--- src/lce_pkg.sv ---
// Package with the shared types, constants and helpers of the line code encoder.
`default_nettype none
package lce_pkg;

    localparam int QUEUE_DEPTH = 4;
    localparam int QUEUE_AW    = $clog2(QUEUE_DEPTH);
    localparam int MAX_SYMS    = 8;
    localparam int SYM_IDX_W   = $clog2(MAX_SYMS);
    localparam int COUNT_W     = SYM_IDX_W + 1;

    localparam logic [2:0] MODE_NRZ_L      = 3'd0;
    localparam logic [2:0] MODE_NRZ_I      = 3'd1;
    localparam logic [2:0] MODE_MANCHESTER = 3'd2;
    localparam logic [2:0] MODE_DIFF_MAN   = 3'd3;
    localparam logic [2:0] MODE_AMI        = 3'd4;
    localparam logic [2:0] MODE_B8ZS       = 3'd5;
    localparam logic [2:0] MODE_HDB3       = 3'd6;

    localparam logic [1:0] SYM_POS  = 2'b01;
    localparam logic [1:0] SYM_ZERO = 2'b00;
    localparam logic [1:0] SYM_NEG  = 2'b11;

    localparam logic [2:0] B8ZS_LAST_ZERO = 3'd7;
    localparam logic [2:0] HDB3_LAST_ZERO = 3'd3;

    typedef struct packed {
        logic data_bit;
        logic end_of_message;
    } request_t;

    typedef struct packed {
        logic signed [1:0] symbol;
        logic              run_end;
    } result_t;

    typedef struct packed {
        logic [MAX_SYMS-1:0][1:0] syms;
        logic [COUNT_W-1:0]       count;
    } job_t;

    function automatic logic [1:0] level_sym(input logic high);
        level_sym = high ? SYM_POS : SYM_NEG;
    endfunction

endpackage
`default_nettype wire

--- src/line_code_encoder_unit.sv ---
// Top level of the line code encoder: front, job queue and symbol back end.
//
//   Channel   Handshake          Payload
//   request   push / full        request (data_bit, end_of_message)
//   result    empty / pop        result (symbol, run_end)
//   config    cfg_we             cfg_data (mode)
//
// The front takes one request per cycle while the queue is not full and turns it into a job
// of zero to eight symbols. The back sends one symbol per cycle while pop is high; each job
// it sends has at least one symbol: two in the Manchester modes, up to eight for a scrambled run.
// Requests with no symbol never enter the four-entry job queue; full rises when it holds four.
// Reset clears the mode, the line state and the queue at once.
`default_nettype none
module line_code_encoder_unit
    import lce_pkg::*;
(
    input  wire logic       clk,
    input  wire logic       rst_n,
    input  wire logic       push,
    output logic            full,
    input  wire request_t   request,
    output logic            empty,
    input  wire logic       pop,
    output result_t         result,
    input  wire logic       cfg_we,
    input  wire logic [2:0] cfg_data
);

    logic q_push;
    logic q_pop;
    logic q_full;
    logic q_empty;
    job_t q_wr_data;
    job_t q_rd_data;

    assign full = q_full;

    lce_front u_front (
        .clk      (clk),
        .rst_n    (rst_n),
        .push     (push),
        .request  (request),
        .cfg_we   (cfg_we),
        .cfg_data (cfg_data),
        .q_full   (q_full),
        .q_push   (q_push),
        .q_data   (q_wr_data)
    );

    lce_queue u_queue (
        .clk     (clk),
        .rst_n   (rst_n),
        .wr_en   (q_push),
        .wr_data (q_wr_data),
        .full    (q_full),
        .rd_en   (q_pop),
        .rd_data (q_rd_data),
        .empty   (q_empty)
    );

    lce_back u_back (
        .clk     (clk),
        .rst_n   (rst_n),
        .q_data  (q_rd_data),
        .q_empty (q_empty),
        .q_pop   (q_pop),
        .empty   (empty),
        .result  (result),
        .pop     (pop)
    );

endmodule
`default_nettype wire

--- src/lce_queue.sv ---
// Short queue of symbol jobs between the front and the back of the encoder.
`default_nettype none
module lce_queue
    import lce_pkg::*;
(
    input  wire logic clk,
    input  wire logic rst_n,
    input  wire logic wr_en,
    input  wire job_t wr_data,
    output logic      full,
    input  wire logic rd_en,
    output job_t      rd_data,
    output logic      empty
);

    job_t                 entry_reg [QUEUE_DEPTH];
    logic [QUEUE_AW-1:0]  wr_ptr_reg;
    logic [QUEUE_AW-1:0]  rd_ptr_reg;
    logic [QUEUE_AW:0]    fill_reg;
    logic [QUEUE_AW:0]    fill_next;
    logic                 do_wr;
    logic                 do_rd;

    assign full    = (fill_reg == (QUEUE_AW+1)'(QUEUE_DEPTH));
    assign empty   = (fill_reg == '0);
    assign do_wr   = wr_en && !full;
    assign do_rd   = rd_en && !empty;
    assign rd_data = entry_reg[rd_ptr_reg];

    always_comb
    begin
        fill_next = fill_reg;
        if (do_wr && !do_rd)
        begin
            fill_next = fill_reg + 1'b1;
        end
        else if (do_rd && !do_wr)
        begin
            fill_next = fill_reg - 1'b1;
        end
    end

    always_ff @(posedge clk or negedge rst_n)
    begin
        if (!rst_n)
        begin
            wr_ptr_reg <= '0;
            rd_ptr_reg <= '0;
            fill_reg   <= '0;
        end
        else
        begin
            fill_reg <= fill_next;
            if (do_wr)
            begin
                wr_ptr_reg <= wr_ptr_reg + 1'b1;
            end
            if (do_rd)
            begin
                rd_ptr_reg <= rd_ptr_reg + 1'b1;
            end
        end
    end

    always_ff @(posedge clk)
    begin
        if (do_wr)
        begin
            entry_reg[wr_ptr_reg] <= wr_data;
        end
    end

endmodule
`default_nettype wire

--- src/lce_front.sv ---
// Front of the encoder: holds the mode and line state and turns each request into a symbol job.
`default_nettype none
module lce_front
    import lce_pkg::*;
(
    input  wire logic       clk,
    input  wire logic       rst_n,
    input  wire logic       push,
    input  wire request_t   request,
    input  wire logic       cfg_we,
    input  wire logic [2:0] cfg_data,
    input  wire logic       q_full,
    output logic            q_push,
    output job_t            q_data
);

    logic [2:0] mode_reg;
    logic       level_reg;
    logic       level_next;
    logic       polarity_reg;
    logic       polarity_next;
    logic [2:0] zero_run_reg;
    logic [2:0] zero_run_next;
    logic       parity_reg;
    logic       parity_next;

    logic [MAX_SYMS-1:0][1:0] syms;
    logic [COUNT_W-1:0]       count;
    logic [2:0]               offset;
    logic                     accept;

    assign accept = push && !q_full;

    always_comb
    begin
        syms          = '0;
        count         = '0;
        offset        = '0;
        level_next    = level_reg;
        polarity_next = polarity_reg;
        zero_run_next = zero_run_reg;
        parity_next   = parity_reg;

        unique case (mode_reg)
            MODE_NRZ_I:
            begin
                level_next = level_reg ^ request.data_bit;
                syms[0]    = level_sym(level_next);
                count      = COUNT_W'(1);
            end
            MODE_MANCHESTER:
            begin
                syms[0] = level_sym(!request.data_bit);
                syms[1] = level_sym(request.data_bit);
                count   = COUNT_W'(2);
            end
            MODE_DIFF_MAN:
            begin
                if (request.data_bit)
                begin
                    syms[0]    = level_sym(level_reg);
                    syms[1]    = level_sym(!level_reg);
                    level_next = !level_reg;
                end
                else
                begin
                    syms[0] = level_sym(!level_reg);
                    syms[1] = level_sym(level_reg);
                end
                count = COUNT_W'(2);
            end
            MODE_AMI:
            begin
                if (request.data_bit)
                begin
                    polarity_next = !polarity_reg;
                    syms[0]       = level_sym(!polarity_reg);
                end
                count = COUNT_W'(1);
            end
            MODE_B8ZS:
            begin
                if (request.data_bit)
                begin
                    syms[zero_run_reg] = level_sym(!polarity_reg);
                    count              = {1'b0, zero_run_reg} + 1'b1;
                    zero_run_next      = '0;
                    polarity_next      = !polarity_reg;
                end
                else if (zero_run_reg == B8ZS_LAST_ZERO)
                begin
                    zero_run_next = '0;
                    syms[3]       = level_sym(polarity_reg);
                    syms[4]       = level_sym(!polarity_reg);
                    syms[6]       = level_sym(!polarity_reg);
                    syms[7]       = level_sym(polarity_reg);
                    count         = COUNT_W'(MAX_SYMS);
                end
                else
                begin
                    zero_run_next = zero_run_reg + 1'b1;
                end
            end
            MODE_HDB3:
            begin
                if (request.data_bit)
                begin
                    syms[zero_run_reg] = level_sym(!polarity_reg);
                    count              = {1'b0, zero_run_reg} + 1'b1;
                    zero_run_next      = '0;
                    polarity_next      = !polarity_reg;
                    parity_next        = !parity_reg;
                end
                else if (zero_run_reg >= HDB3_LAST_ZERO)
                begin
                    // Zeros beyond three in the pending run go out ahead of the substitution.
                    offset        = zero_run_reg - HDB3_LAST_ZERO;
                    count         = {1'b0, offset} + COUNT_W'(4);
                    zero_run_next = '0;
                    parity_next   = 1'b0;
                    if (!parity_reg)
                    begin
                        polarity_next         = !polarity_reg;
                        syms[offset]          = level_sym(!polarity_reg);
                        syms[offset + 3'd3]   = level_sym(!polarity_reg);
                    end
                    else
                    begin
                        syms[offset + 3'd3] = level_sym(polarity_reg);
                    end
                end
                else
                begin
                    zero_run_next = zero_run_reg + 1'b1;
                end
            end
            default:
            begin
                syms[0] = level_sym(request.data_bit);
                count   = COUNT_W'(1);
            end
        endcase

        if (request.end_of_message)
        begin
            count         = count + {1'b0, zero_run_next};
            level_next    = (mode_reg == MODE_DIFF_MAN);
            polarity_next = 1'b0;
            zero_run_next = '0;
            parity_next   = 1'b0;
        end
    end

    assign q_push     = accept && (count != '0);
    assign q_data.syms  = syms;
    assign q_data.count = count;

    always_ff @(posedge clk or negedge rst_n)
    begin
        if (!rst_n)
        begin
            mode_reg     <= MODE_NRZ_L;
            level_reg    <= 1'b0;
            polarity_reg <= 1'b0;
            zero_run_reg <= '0;
            parity_reg   <= 1'b0;
        end
        else if (cfg_we)
        begin
            mode_reg     <= cfg_data;
            zero_run_reg <= '0;
        end
        else if (accept)
        begin
            level_reg    <= level_next;
            polarity_reg <= polarity_next;
            zero_run_reg <= zero_run_next;
            parity_reg   <= parity_next;
        end
    end

endmodule
`default_nettype wire

--- src/lce_back.sv ---
// Back of the encoder: sends the symbols of the oldest job one per cycle while pop is high.
`default_nettype none
module lce_back
    import lce_pkg::*;
(
    input  wire logic clk,
    input  wire logic rst_n,
    input  wire job_t q_data,
    input  wire logic q_empty,
    output logic      q_pop,
    output logic      empty,
    output result_t   result,
    input  wire logic pop
);

    logic [SYM_IDX_W-1:0] idx_reg;
    logic                 last;
    logic                 take;

    assign last           = (({1'b0, idx_reg} + 1'b1) == q_data.count);
    assign empty          = q_empty;
    assign take           = pop && !q_empty;
    assign q_pop          = take && last;
    assign result.symbol  = q_data.syms[idx_reg];
    assign result.run_end = last;

    always_ff @(posedge clk or negedge rst_n)
    begin
        if (!rst_n)
        begin
            idx_reg <= '0;
        end
        else if (take)
        begin
            if (last)
            begin
                idx_reg <= '0;
            end
            else
            begin
                idx_reg <= idx_reg + 1'b1;
            end
        end
    end

endmodule
`default_nettype wire
--- config.mk ---
export PLATFORM = sky130hd
export DESIGN_NAME = line_code_encoder_unit
export DESIGN_NICKNAME = d
export VERILOG_FILES = /design/src/lce_pkg.sv /design/src/line_code_encoder_unit.sv /design/src/lce_queue.sv /design/src/lce_front.sv /design/src/lce_back.sv
export SDC_FILE = /design/constraint.sdc
export NUM_CORES = 1
export LEC_CHECK = 0
export BUFFER_PORTS_ARGS = -buffer_cell sky130_fd_sc_hd__buf_2
export CORE_MARGIN = 1
export CORE_UTILIZATION = 60
export CTS_BUF_LIST = sky130_fd_sc_hd__clkbuf_16
export DETAILED_ROUTE_END_ITERATION = 7
export PLACE_DENSITY = 0.77
export SLEW_MARGIN = 40
export SYNTH_ARGS = -nofsm -noshare
export SYNTH_HDL_FRONTEND = slang
export SYNTH_SLANG_ARGS = --single-unit
--- constraint.sdc ---
create_clock -name clk -period 5.69 [get_ports clk]
set_clock_uncertainty 0.2 [all_clocks]
set_input_delay 0.569 -clock clk [delete_from_list [all_inputs] [get_ports clk]]
set_output_delay 0.569 -clock clk [all_outputs]
set_load 0.02 [all_outputs]
==> summary.txt, run 1 <==
Outcome
  • Status: finished, final reports clean

Logic synthesis
  • Simple-Gate Fraction of Synth Area: 9.949%
  • Xor/xnor cell area share of the yosys netlist: 2.698%
  • Mapped Avg Cell Area: 13.32 µm²
  • Synth cell count leaders: 80 x edfxtp_1, 33 x nand2_1, 26 x nor2_1, 24 x mux4_2, 22 x o21ai_0
  • Synth top area cells: edfxtp_1 46%, mux4_2 10%, dfrtp_1 9.2%, ha_1 2.9%, nand2_1 2.4%
  • Post-synth EDFFs: 80
  • Adder-cell share of the synthesized area: 3.662%
  • Synthesized area: 5194 µm²
  • Mapped Nets: 414
  • Mux contribution to synthesized area: 12.77%
  • Top-area cell type share of the netlist area: 46.25%
  • Combinational family with the most area after synthesis: multiplexers
  • Distinct cells, synth: 64
  • Seq/Total Area, Yosys: 55.41%
  • Synthesis Warnings: 0
  • Most frequent cell after synthesis: edfxtp_1
  • Post-synthesis compound-gate area fraction: 11.92%
  • Post-synth ARST share: 19.19%
  • Leading area contributor after synthesis: edfxtp_1
  • Syn Inst Count: 390
  • Ys flop type: edfxtp_1
  • Synthesis-stage register bit count: 99

STA
  • Achievable Freq: 217.4 MHz
  • Final-report setup violation count: 0
  • Final Max Tran Viols: 0
  • Worst slew pin tran: 0.7813 ns
  • Min Hold Slack: 0.2353 ns
  • Min Tclk post-route: 4.599 ns
  • Setup ws final: 1.091 ns
  • Final hold vios: 0
  • Sum of negative setup slack: 0 ns
  • Period utilisation layout: 80.82%
  • RSZ-0062 raised after global routing: no
  • Max transition margin: 47.44%

Placed design
  • Port bufs: 14
  • DP Wirelength: 7.091 mm
  • Gpl congestion: 0.8870
  • Placed Instances: 490
  • Pre-CTS WS: 1.224 ns
  • Cell Area, Placed: 5304 µm²

Detailed routing
  • DR WL/cell: 20.58 µm
  • Iteration-0 DRC Markers: 216
  • Routed Wire Length: 10.43 mm
  • DR pass1 iterations: 5
  • Residual DRC count: 0
  • Vias per cell: 6.505
  • DR vias: 3,298
  • Number of routed nets with antenna violations: 0

Clocking
  • Postcts setup bufs: 0
  • Root Buffer: clkbuf_16
  • Clk Latency, worst-skew pair: 0.34 ns
  • Hold_buf cts: 1
  • Reg clk slew, reported paths: 0.07 ns
  • H-tree Lvls: 3
  • Clock Sink Count: 99
  • CTS Buf Count: 9
  • Maximum clock insertion buffer count: 2
  • Resized cells post-CTS: 0
  • CTS tree: done

Finish
  • P&R area growth vs syn: 7.781%
  • Ant. Diodes: 0
  • Final Core Density: 67.45%
  • Final layout net count: 421
  • Final Cell Area: 5598 µm²
  • Layout cells sized above 1: 20.40%
  • Final non-filler cell total: 507
  • Max FFs per register: 80

Worst hold path
  • Hold endpoint: u_front.mode_reg[1]$_DFFE_PN0P_
  • Hold-critical path depth: 3
  • Worst hold start: cfg_data[1]
  • Min-delay worst type: input pin to register

Setup path
  • FF-to-FF Start: u_front.zero_run_reg[1]$_DFFE_PN0P_
  • Worst-path fanout max: 12
  • CP Launch Type: register
  • Worst Path Required: 5.75 ns
  • Reg2reg setup slack: 1.09 ns
  • CP endpoint kind: register
  • Cells on worst reg2reg path: 16
  • Worst reg2reg endpoint: u_queue.fill_reg[2]$_DFFE_PN0P_
  • Worst EP arrival: 4.66 ns
  • WS Path Type: register to register

Pwr
  • Maximum VDD drop: 0.1928 mV
  • Leak: 1.968 nW
  • Total power: 2.343 mW
  • PD cells: 418.5 nW/µm²

Global routing
  • Total grt overflow: 0
  • Largest net degree at the start of global routing: 32
  • Global-route usage over all layers: 24.57%
  • First-pass GRT wire length: 16.10 mm
  • Antenna violations before repair: 0
  • Vias in the first global route: 3,073

Floorplan
  • Total core area: 8299 µm²
  • Starting Density: 62.58%
  • I/O pins: 15
  • Die width: 95.04 µm
  • Die H: 95.04 µm
  • Row cnt: 33
  • Die ar.: 9033 µm²

Run
  • Maxcap violations: 0
## how the worst max path moves through the flow
stage | start | end | slack (ns) | cells past startpoint
5_1_grt | u_front.zero_run_reg[1]$_DFFE_PN0P_ | u_queue.fill_reg[2]$_DFFE_PN0P_ | 0.77 | 16
3_3_place_gp | u_front.zero_run_reg[0]$_DFFE_PN0P_ | u_queue.fill_reg[1]$_DFFE_PN0P_ | 1.31 | 15
4_1_cts | u_front.zero_run_reg[0]$_DFFE_PN0P_ | u_queue.fill_reg[2]$_DFFE_PN0P_ | 1.16 | 17
2_1_floorplan | u_front.zero_run_reg[2]$_DFFE_PN0P_ | u_queue.fill_reg[1]$_DFFE_PN0P_ | 1.38 | 14
3_5_place_dp | u_front.zero_run_reg[0]$_DFFE_PN0P_ | u_queue.fill_reg[2]$_DFFE_PN0P_ | 1.22 | 17
6_report | u_front.zero_run_reg[1]$_DFFE_PN0P_ | u_queue.fill_reg[2]$_DFFE_PN0P_ | 1.09 | 16
## cell families after synthesis
kind of cell / after synthesis
simple gates: 104
fa+ha+maj: 14
compound gates: 86
flops: 99
mux: 34
xor+xnor: 16
buf+inv: 37
## cell type report
type,count,area [µm²]
sequential,99,2879
timing repair buffer,22,132.6
tap,105,131.4
clock buffer,9,225.2
clock inverter,7,58.81
inverter,11,41.29
fill,579,2701
multi-input combinational,254,2130
## power breakdown
| group | total, mW | internal, mW | switching [mW] |
|---|---|---|---|
| Combinational | 0.698 | 0.363 | 0.336 |
| Clock | 0.570 | 0.303 | 0.267 |
| Sequential | 1.07 | 0.931 | 0.143 |
| Total | 2.34 | 1.60 | 0.746 |
## placed cells by master (no fill, tap or decap), types with 3 or more instances in the layout
cell and n:
buf_4 7, clkbuf_16 9, dfrtp_1 18, a21oi_1 13, o211ai_1 3, nor2b_1 4, nor3_1 5, nand2b_1 8
mux2_2 6, mux2_4 3, inv_1 9, buf_2 14, o22ai_1 7, or3_1 3, ha_1 12, a22oi_1 5
edfxtp_1 80, xnor2_1 9, mux4_2 24, and2_1 5, nor2_1 26, xor2_1 7, nand3_1 6, o21ai_0 22
nand2_1 33, a31oi_1 4
## per-layer routing
layer,vias up,wire length [µm],global-route usage [%]
met5,-,0,0
met4,0,197,9.470
met3,18,576,5.263
met2,127,5180,38.85
met1,1636,4479,33.46
li1,1517,-,-
## critical path: stages (launching register included)
cell and delay [ns]:
dfrtp_1 0.63, ha_1 0.30, ha_1 0.24, a211o_2 0.20
nand2_1 0.13, o211ai_1 0.40, ha_1 0.32, a211oi_1 0.25
nor2_1 0.10, xnor2_1 0.37, o41a_4 0.26, ha_1 0.18
inv_1 0.06, fa_1 0.42, xor2_1 0.16, nor2_1 0.13
xor2_1 0.15
Power figures use the tool's default switching activity.
==> inputs of run 2 (changes only) <==
ABC_AREA = 1   (was default)
clock period = 4.61 ns   (was 5.69 ns; I/O delays follow)
==> run 2 against run 1 <==
Effect of this change:
- synthesized cell count up 40%
- wire length up 13%
- largest power group unchanged
- final cell count up 32%
- cell area up 1.8%
- sequential share of layout area down 0.93 points
- sequential power up 17%
- critical path depth up 9
- setup slack worse by 0.71 ns
- maximum frequency up 8.8%
- worst hold slack worse by 0.098 ns
- critical endpoint unchanged
- largest cell class unchanged
- utilization up 0.87 points
- combinational power up 60%
==> summary.txt, run 2 <==
Setup path
  • Worst-path fanout max: 7 (-5)
  • CP Launch Type: register
  • WS Path Type: register to register
  • Worst Path Required: 4.62 ns (-1.13 ns)
  • CP endpoint kind: register
  • Worst EP arrival: 4.24 ns (-0.42 ns)

Placed design
  • Port bufs: 14 (unchanged)
  • Gpl congestion: 0.9863 (+11%)
  • DP Wirelength: 8.022 mm (+13%)

Global routing
  • Antenna violations before repair: 0 (unchanged)
  • First-pass GRT wire length: 18.70 mm (+16%)
  • Vias in the first global route: 3,851 (+25%)
  • Global-route usage over all layers: 27.96% (+3.4 points)
  • Total grt overflow: 0 (unchanged)
  • Largest net degree at the start of global routing: 44 (+38%)

Detailed routing
  • Vias per cell: 6.061 (-6.8%)
  • Routed Wire Length: 11.80 mm (+13%)
  • DR vias: 4,055 (+23%)
  • Number of routed nets with antenna violations: 0 (unchanged)
  • Residual DRC count: 0 (unchanged)
  • DR pass1 iterations: 5 (unchanged)
  • Iteration-0 DRC Markers: 338 (+56%)
  • DR WL/cell: 17.64 µm (-14%)

Logic synthesis
  • Synth top area cells: edfxtp_1 46%, dfrtp_1 9.0%, nand2_1 6.3%, o21ai_0 5.4%, nor2_1 4.3%
  • Mapped Nets: 571 (+38%)
  • Synth cell count leaders: 89 x nand2_1, 80 x edfxtp_1, 60 x nor2_1, 57 x o21ai_0, 46 x inv_1
  • Syn Inst Count: 547 (+40%)
  • Top-area cell type share of the netlist area: 45.63% (-0.63 points)
  • Synthesis Warnings: 0 (unchanged)
  • Mapped Avg Cell Area: 9.625 µm² (-28%)
  • Leading area contributor after synthesis: edfxtp_1
  • Synthesized area: 5265 µm² (+1.4%)
  • Distinct cells, synth: 42 (-34%)
  • Post-synth ARST share: 19.19% (unchanged)
  • Most frequent cell after synthesis: nand2_1
  • Post-synth EDFFs: 80 (unchanged)
  • Seq/Total Area, Yosys: 54.66% (-0.75 points)
  • Ys flop type: edfxtp_1
  • Synthesis-stage register bit count: 99 (unchanged)

Clocking
  • Root Buffer: clkbuf_16
  • Maximum clock insertion buffer count: 2 (unchanged)
  • Clk Latency, worst-skew pair: 0.34 ns (about the same)
  • Clock Sink Count: 99 (unchanged)
  • CTS Buf Count: 9 (unchanged)
  • Reg clk slew, reported paths: 0.07 ns (about the same)
  • CTS tree: done
  • Postcts setup bufs: 0 (unchanged)
  • H-tree Lvls: 3 (unchanged)

STA
  • Max transition margin: 53.99% (+6.5 points)
  • Min Tclk post-route: 4.226 ns (-0.3728 ns)
  • RSZ-0062 raised after global routing: no
  • Period utilisation layout: 91.67% (+11 points)
  • Sum of negative setup slack: 0 ns (unchanged)
  • Achievable Freq: 236.6 MHz (+8.8%)
  • Final hold vios: 0 (unchanged)
  • Final-report setup violation count: 0 (unchanged)
  • Final Max Tran Viols: 0 (unchanged)
  • Worst slew pin tran: 0.6893 ns (-0.09199 ns)

Pwr
  • PD cells: 537.1 nW/µm² (+28%)
  • Leak: 2.321 nW (+18%)
  • Maximum VDD drop: 0.2494 mV (+29%)
  • Total power: 3.060 mW (+31%)

Floorplan
  • Total core area: 8341 µm² (+0.50%)
  • Die width: 95.68 µm (+0.67%)
  • Row cnt: 33 (unchanged)
  • Die H: 95.68 µm (+0.67%)
  • I/O pins: 15 (unchanged)
  • Starting Density: 63.13% (+0.55 points)
  • Die ar.: 9154 µm² (+1.3%)

Finish
  • Ant. Diodes: 0 (unchanged)
  • Commonest non-fill, non-tap cell in the layout: nand2_1
  • Final layout net count: 583 (+38%)
  • Layout cells sized above 1: 12.59% (-7.8 points)
  • Most frequent cells in the layout: 89 x nand2_1, 80 x edfxtp_1, 59 x nor2_1
  • P&R area growth vs syn: 8.222%
  • Max FFs per register: 80 (unchanged)

Worst hold path
  • Min-delay worst type: input pin to register

Run
  • Maxcap violations: 0 (unchanged)

Outcome
  • Status: finished, final reports clean
-- run 2: report_power, final --
| part | switching [mW] | internal (mW) |
|---|---|---|
| logic | 0.757 | 0.358 |
| clock network | 0.324 | 0.370 |
| registers | 0.101 | 1.15 |
| total | 1.18 | 1.88 |
-- run 2: final timing paths --
path | endpoint | start | slack (ns) | cells past startpoint
worst max register to register | u_queue.fill_reg[2]$_DFFE_PN0P_ | u_front.zero_run_reg[1]$_DFFE_PN0P_ | 0.38 | 25
worst min register to register | u_front.level_reg$_DFFE_PN0P_ | u_front.level_reg$_DFFE_PN0P_ | 0.33 | 2
max in group asynchronous | u_front.parity_reg$_DFFE_PN0P_ | rst_n | 3.48 | 2
min in group asynchronous | u_queue.rd_ptr_reg[1]$_DFFE_PN0P_ | rst_n | 0.40 | 2
worst max-delay path | u_queue.fill_reg[2]$_DFFE_PN0P_ | u_front.zero_run_reg[1]$_DFFE_PN0P_ | 0.38 | 25
worst min-delay path | u_front.mode_reg[1]$_DFFE_PN0P_ | cfg_data[1] | 0.14 | 3
-- run 2: worst max-delay path, cell delays in order, from the launching register on --
cell and delay, ns:
dfrtp_1 0.47, ha_1 0.27, ha_1 0.20, nor2_2 0.20
nand3_2 0.15, o21ai_0 0.19, nand2_1 0.07, o21ai_1 0.19
ha_1 0.29, nand2_1 0.06, inv_1 0.04, a21oi_1 0.13
nor2_1 0.07, inv_1 0.06, nand2_1 0.04, nand2_1 0.13
inv_2 0.06, nand3_4 0.08, nand2_4 0.08, inv_1 0.06
ha_1 0.13, inv_1 0.07, fa_1 0.43, a21oi_1 0.14
o21ai_0 0.12, xor2_1 0.16
-- run 2: stage by stage --
step                      cells  area, µm²  hold WS [ns]  utilization (%)  setup slack [ns]
after floorplan             547       5265      -0.03459                -            0.6289
after global routing        669       5698        0.1391            68.32           0.02711
after detailed placement    652       5408        0.2492            64.84            0.3280
after CTS                   669       5695        0.1368            68.29            0.3031
after global placement      652       5408        0.2336            64.84            0.5301
final                       669       5698        0.1375            68.32            0.3839
-- run 2: cells by family after synthesis --
kind of cell	count (synthesis)	share of synthesized area, %
AO/OA/AOI/OAI	117	12.95
XOR/XNOR	12	1.996
adder cells (fa/ha/maj)	14	3.612
AND/OR/NAND/NOR	226	20.32
flip-flops	99	54.66
buffers and inverters	78	6.250
multiplexers	1	0.2139
-- run 2: layer usage --
metal / vias up / track usage, % / share of wire, %
met4: 0 / 13.81 / 2.3
met1: 1883 / 36.57 / 40
met5: - / 0 / 0
li1: 1933 / - / -
met3: 27 / 4.864 / 8.5
met2: 212 / 45.12 / 49
-- run 2: final cells by class --
class | count | area, µm²
multi-input cells | 370 | 2061
well taps | 105 | 131.4
flip-flops and latches | 99 | 2878
clock inverters | 7 | 52.55
clock buffers | 9 | 225.2
inverters | 56 | 210.2
fillers | 602 | 2643
repair buffers | 23 | 140.1
-- run 2: repair_timing --
action                                  4_1_cts  5_1_grt
resized for setup                             0        2
endpoints found under the hold margin        19        0
endpoints found under the setup margin        0        1
hold buffers                                  1        0
==> inputs of run 3 (changes only) <==
CORE_MARGIN = 1.5   (was 1)
==> run 3 against run 2 <==
Effect of this change:
- utilization rose by 0.21 points
- setup slack got worse by 0.023 ns
- first-iteration DRC count fell by 12%
- sequential power barely moved
- largest cell class unchanged
- wire length rose by 3.0%
- critical endpoint unchanged
- final cell count rose by 0.30%
==> summary.txt, run 3 (synthesized netlist as in run 2, its figures left out) <==
Pwr
  • PD cells: 542.0 nW/µm² (+0.91%)
  • Leak: 2.337 nW (+0.67%)
  • Maximum VDD drop: 0.2744 mV (+10%)

Setup path
  • WP buf/inv: 5 (unchanged)
  • FF-to-FF Start: u_front.zero_run_reg[1]$_DFFE_PN0P_
  • Largest delay contributor family on the critical path: adder cells
  • WS Path Type: register to register
  • Cells on worst reg2reg path: 25 (unchanged)
  • Worst-path fanout max: 7 (unchanged)
  • CP endpoint kind: register
  • Reg2reg setup slack: 0.36 ns (-0.02 ns)
  • Worst Path Required: 4.64 ns (+0.02 ns)
  • Worst EP arrival: 4.27 ns (+0.03 ns)
  • CP max stage cell: dfrtp_1
  • Worst reg2reg endpoint: u_queue.fill_reg[2]$_DFFE_PN0P_
  • Critical path's largest stage delay: 0.46 ns (about the same)
  • CP Launch Type: register

Finish
  • Layout cells sized above 1: 13.07% (+0.49 points)
  • Final layout net count: 585 (+0.34%)
  • Commonest non-fill, non-tap cell in the layout: nand2_1
  • Ant. Diodes: 0 (unchanged)
  • P&R area growth vs syn: 8.555%
  • Final Cell Area: 5715 µm² (+0.31%)
  • Max FFs per register: 80 (unchanged)
  • Most frequent cells in the layout: 89 x nand2_1, 80 x edfxtp_1, 60 x nor2_1

Placed design
  • Gpl congestion: 0.9828 (-0.35%)
  • DP Wirelength: 8.261 mm (+3.0%)
  • Pre-CTS WS: 0.3615 ns (+0.03349 ns)
  • Port bufs: 14 (unchanged)
  • Cell Area, Placed: 5423 µm² (+0.28%)

STA
  • Achievable Freq: 235.4 MHz (-0.53%)
  • Period utilisation layout: 92.16% (+0.49 points)
  • Min Hold Slack: 0.1274 ns (-0.01009 ns)
  • Worst slew pin tran: 0.6549 ns (-0.03446 ns)
  • Setup ws final: 0.3613 ns (-0.02263 ns)
  • Final Max Tran Viols: 0 (unchanged)
  • Max transition margin: 55.88% (+1.9 points)
  • Sum of negative setup slack: 0 ns (unchanged)
  • Min Tclk post-route: 4.249 ns (+0.02263 ns)
  • RSZ-0062 raised after global routing: no
  • Final-report setup violation count: 0 (unchanged)
  • Final hold vios: 0 (unchanged)

Detailed routing
  • Routed Wire Length: 12.15 mm (+3.0%)
  • DR vias: 4,011 (-1.1%)
  • DR WL/cell: 18.11 µm (+2.7%)
  • DR pass1 iterations: 5 (unchanged)
  • Iteration-0 DRC Markers: 298 (-12%)
  • Residual DRC count: 0 (unchanged)
  • Vias per cell: 5.978 (-1.4%)
  • Number of routed nets with antenna violations: 0 (unchanged)

Clocking
  • Maximum clock insertion buffer count: 2 (unchanged)
  • Reg clk slew, reported paths: 0.07 ns (about the same)
  • CTS tree: done
  • Postcts setup bufs: 0 (unchanged)
  • CTS Buf Count: 9 (unchanged)
  • Clock Sink Count: 99 (unchanged)
  • Clk Latency, worst-skew pair: 0.34 ns (about the same)
  • Root Buffer: clkbuf_16
  • H-tree Lvls: 3 (unchanged)

Run
  • Maxcap violations: 0 (unchanged)

Floorplan
  • Starting Density: 63.13% (unchanged)
  • Die ar.: 9346 µm² (+2.1%)
  • Die width: 96.68 µm (+1.0%)
  • Row cnt: 33 (unchanged)
  • Die H: 96.68 µm (+1.0%)
  • I/O pins: 15 (unchanged)
  • Total core area: 8341 µm² (unchanged)

Global routing
  • Vias in the first global route: 4,016 (+4.3%)
  • Total grt overflow: 0 (unchanged)
  • First-pass GRT wire length: 20.35 mm (+8.8%)
  • Antenna violations before repair: 0 (unchanged)
  • Global-route usage over all layers: 27.68% (-0.28 points)
  • Largest net degree at the start of global routing: 44 (unchanged)

Worst hold path
  • Worst hold start: cfg_data[0]
  • Hold-critical path depth: 3 (unchanged)
  • Min-delay worst type: input pin to register
  • Hold endpoint: u_front.mode_reg[0]$_DFFE_PN0P_

Outcome
  • Status: finished, final reports clean
==> run 3: metrics by stage <==
step / power, mW / std cells / utilization (%)
2_1_floorplan: 2.083 / 547 / -
3_3_place_gp: 2.329 / 654 / 65.02
3_5_place_dp: 2.379 / 654 / 65.02
4_1_cts: 3.106 / 671 / 68.53
5_1_grt: 3.303 / 671 / 68.53
6_report: 3.098 / 671 / 68.53
==> run 3: routing by layer <==
layer / GRT usage [%] / routed length (µm)
met1: 37.30 / 5120
met2: 44.92 / 5996
met3: 3.251 / 733
met4: 13.38 / 300
met5: 0 / 0
==> run 3: how the worst max path moves through the flow <==
stage	slack, ns	from	depth (start not counted)	to
2_1_floorplan	0.63	u_front.zero_run_reg[1]$_DFFE_PN0P_	19	u_queue.entry_reg[0][0]$_DFFE_PP_
3_3_place_gp	0.52	u_front.zero_run_reg[1]$_DFFE_PN0P_	25	u_queue.fill_reg[2]$_DFFE_PN0P_
3_5_place_dp	0.36	u_front.zero_run_reg[1]$_DFFE_PN0P_	25	u_queue.fill_reg[2]$_DFFE_PN0P_
4_1_cts	0.33	u_front.zero_run_reg[1]$_DFFE_PN0P_	25	u_queue.fill_reg[2]$_DFFE_PN0P_
5_1_grt	0.04	u_front.zero_run_reg[1]$_DFFE_PN0P_	25	u_queue.fill_reg[2]$_DFFE_PN0P_
6_report	0.36	u_front.zero_run_reg[1]$_DFFE_PN0P_	25	u_queue.fill_reg[2]$_DFFE_PN0P_
==> run 3: final cells by class <==
type                    instances  area [µm²]
flip-flops and latches         99        2878
fillers                       643        2625
multi-input cells             370        2058
clock buffers                   9       225.2
inverters                      56       210.2
repair buffers                 25       155.1
well taps                     105       131.4
clock inverters                 7       57.56
==> run 3: where the power goes <==
| part | switching, mW | internal, mW |
|---|---|---|
| combinational | 0.754 | 0.365 |
| clock | 0.348 | 0.376 |
| sequential | 0.105 | 1.15 |
| total | 1.21 | 1.89 |
==> run 3: worst min-delay path: stages <==
cell	delay [ns]
buf_2	0.08
nand2_1	0.04
o21ai_0	0.06
==> run 3: what timing repair did <==
action | 4_1_cts | 5_1_grt
endpoints found under the setup margin | 0 | 1
resized for setup | 0 | 1
hold endpoints to repair | 19 | 0
hold buffers | 1 | 0
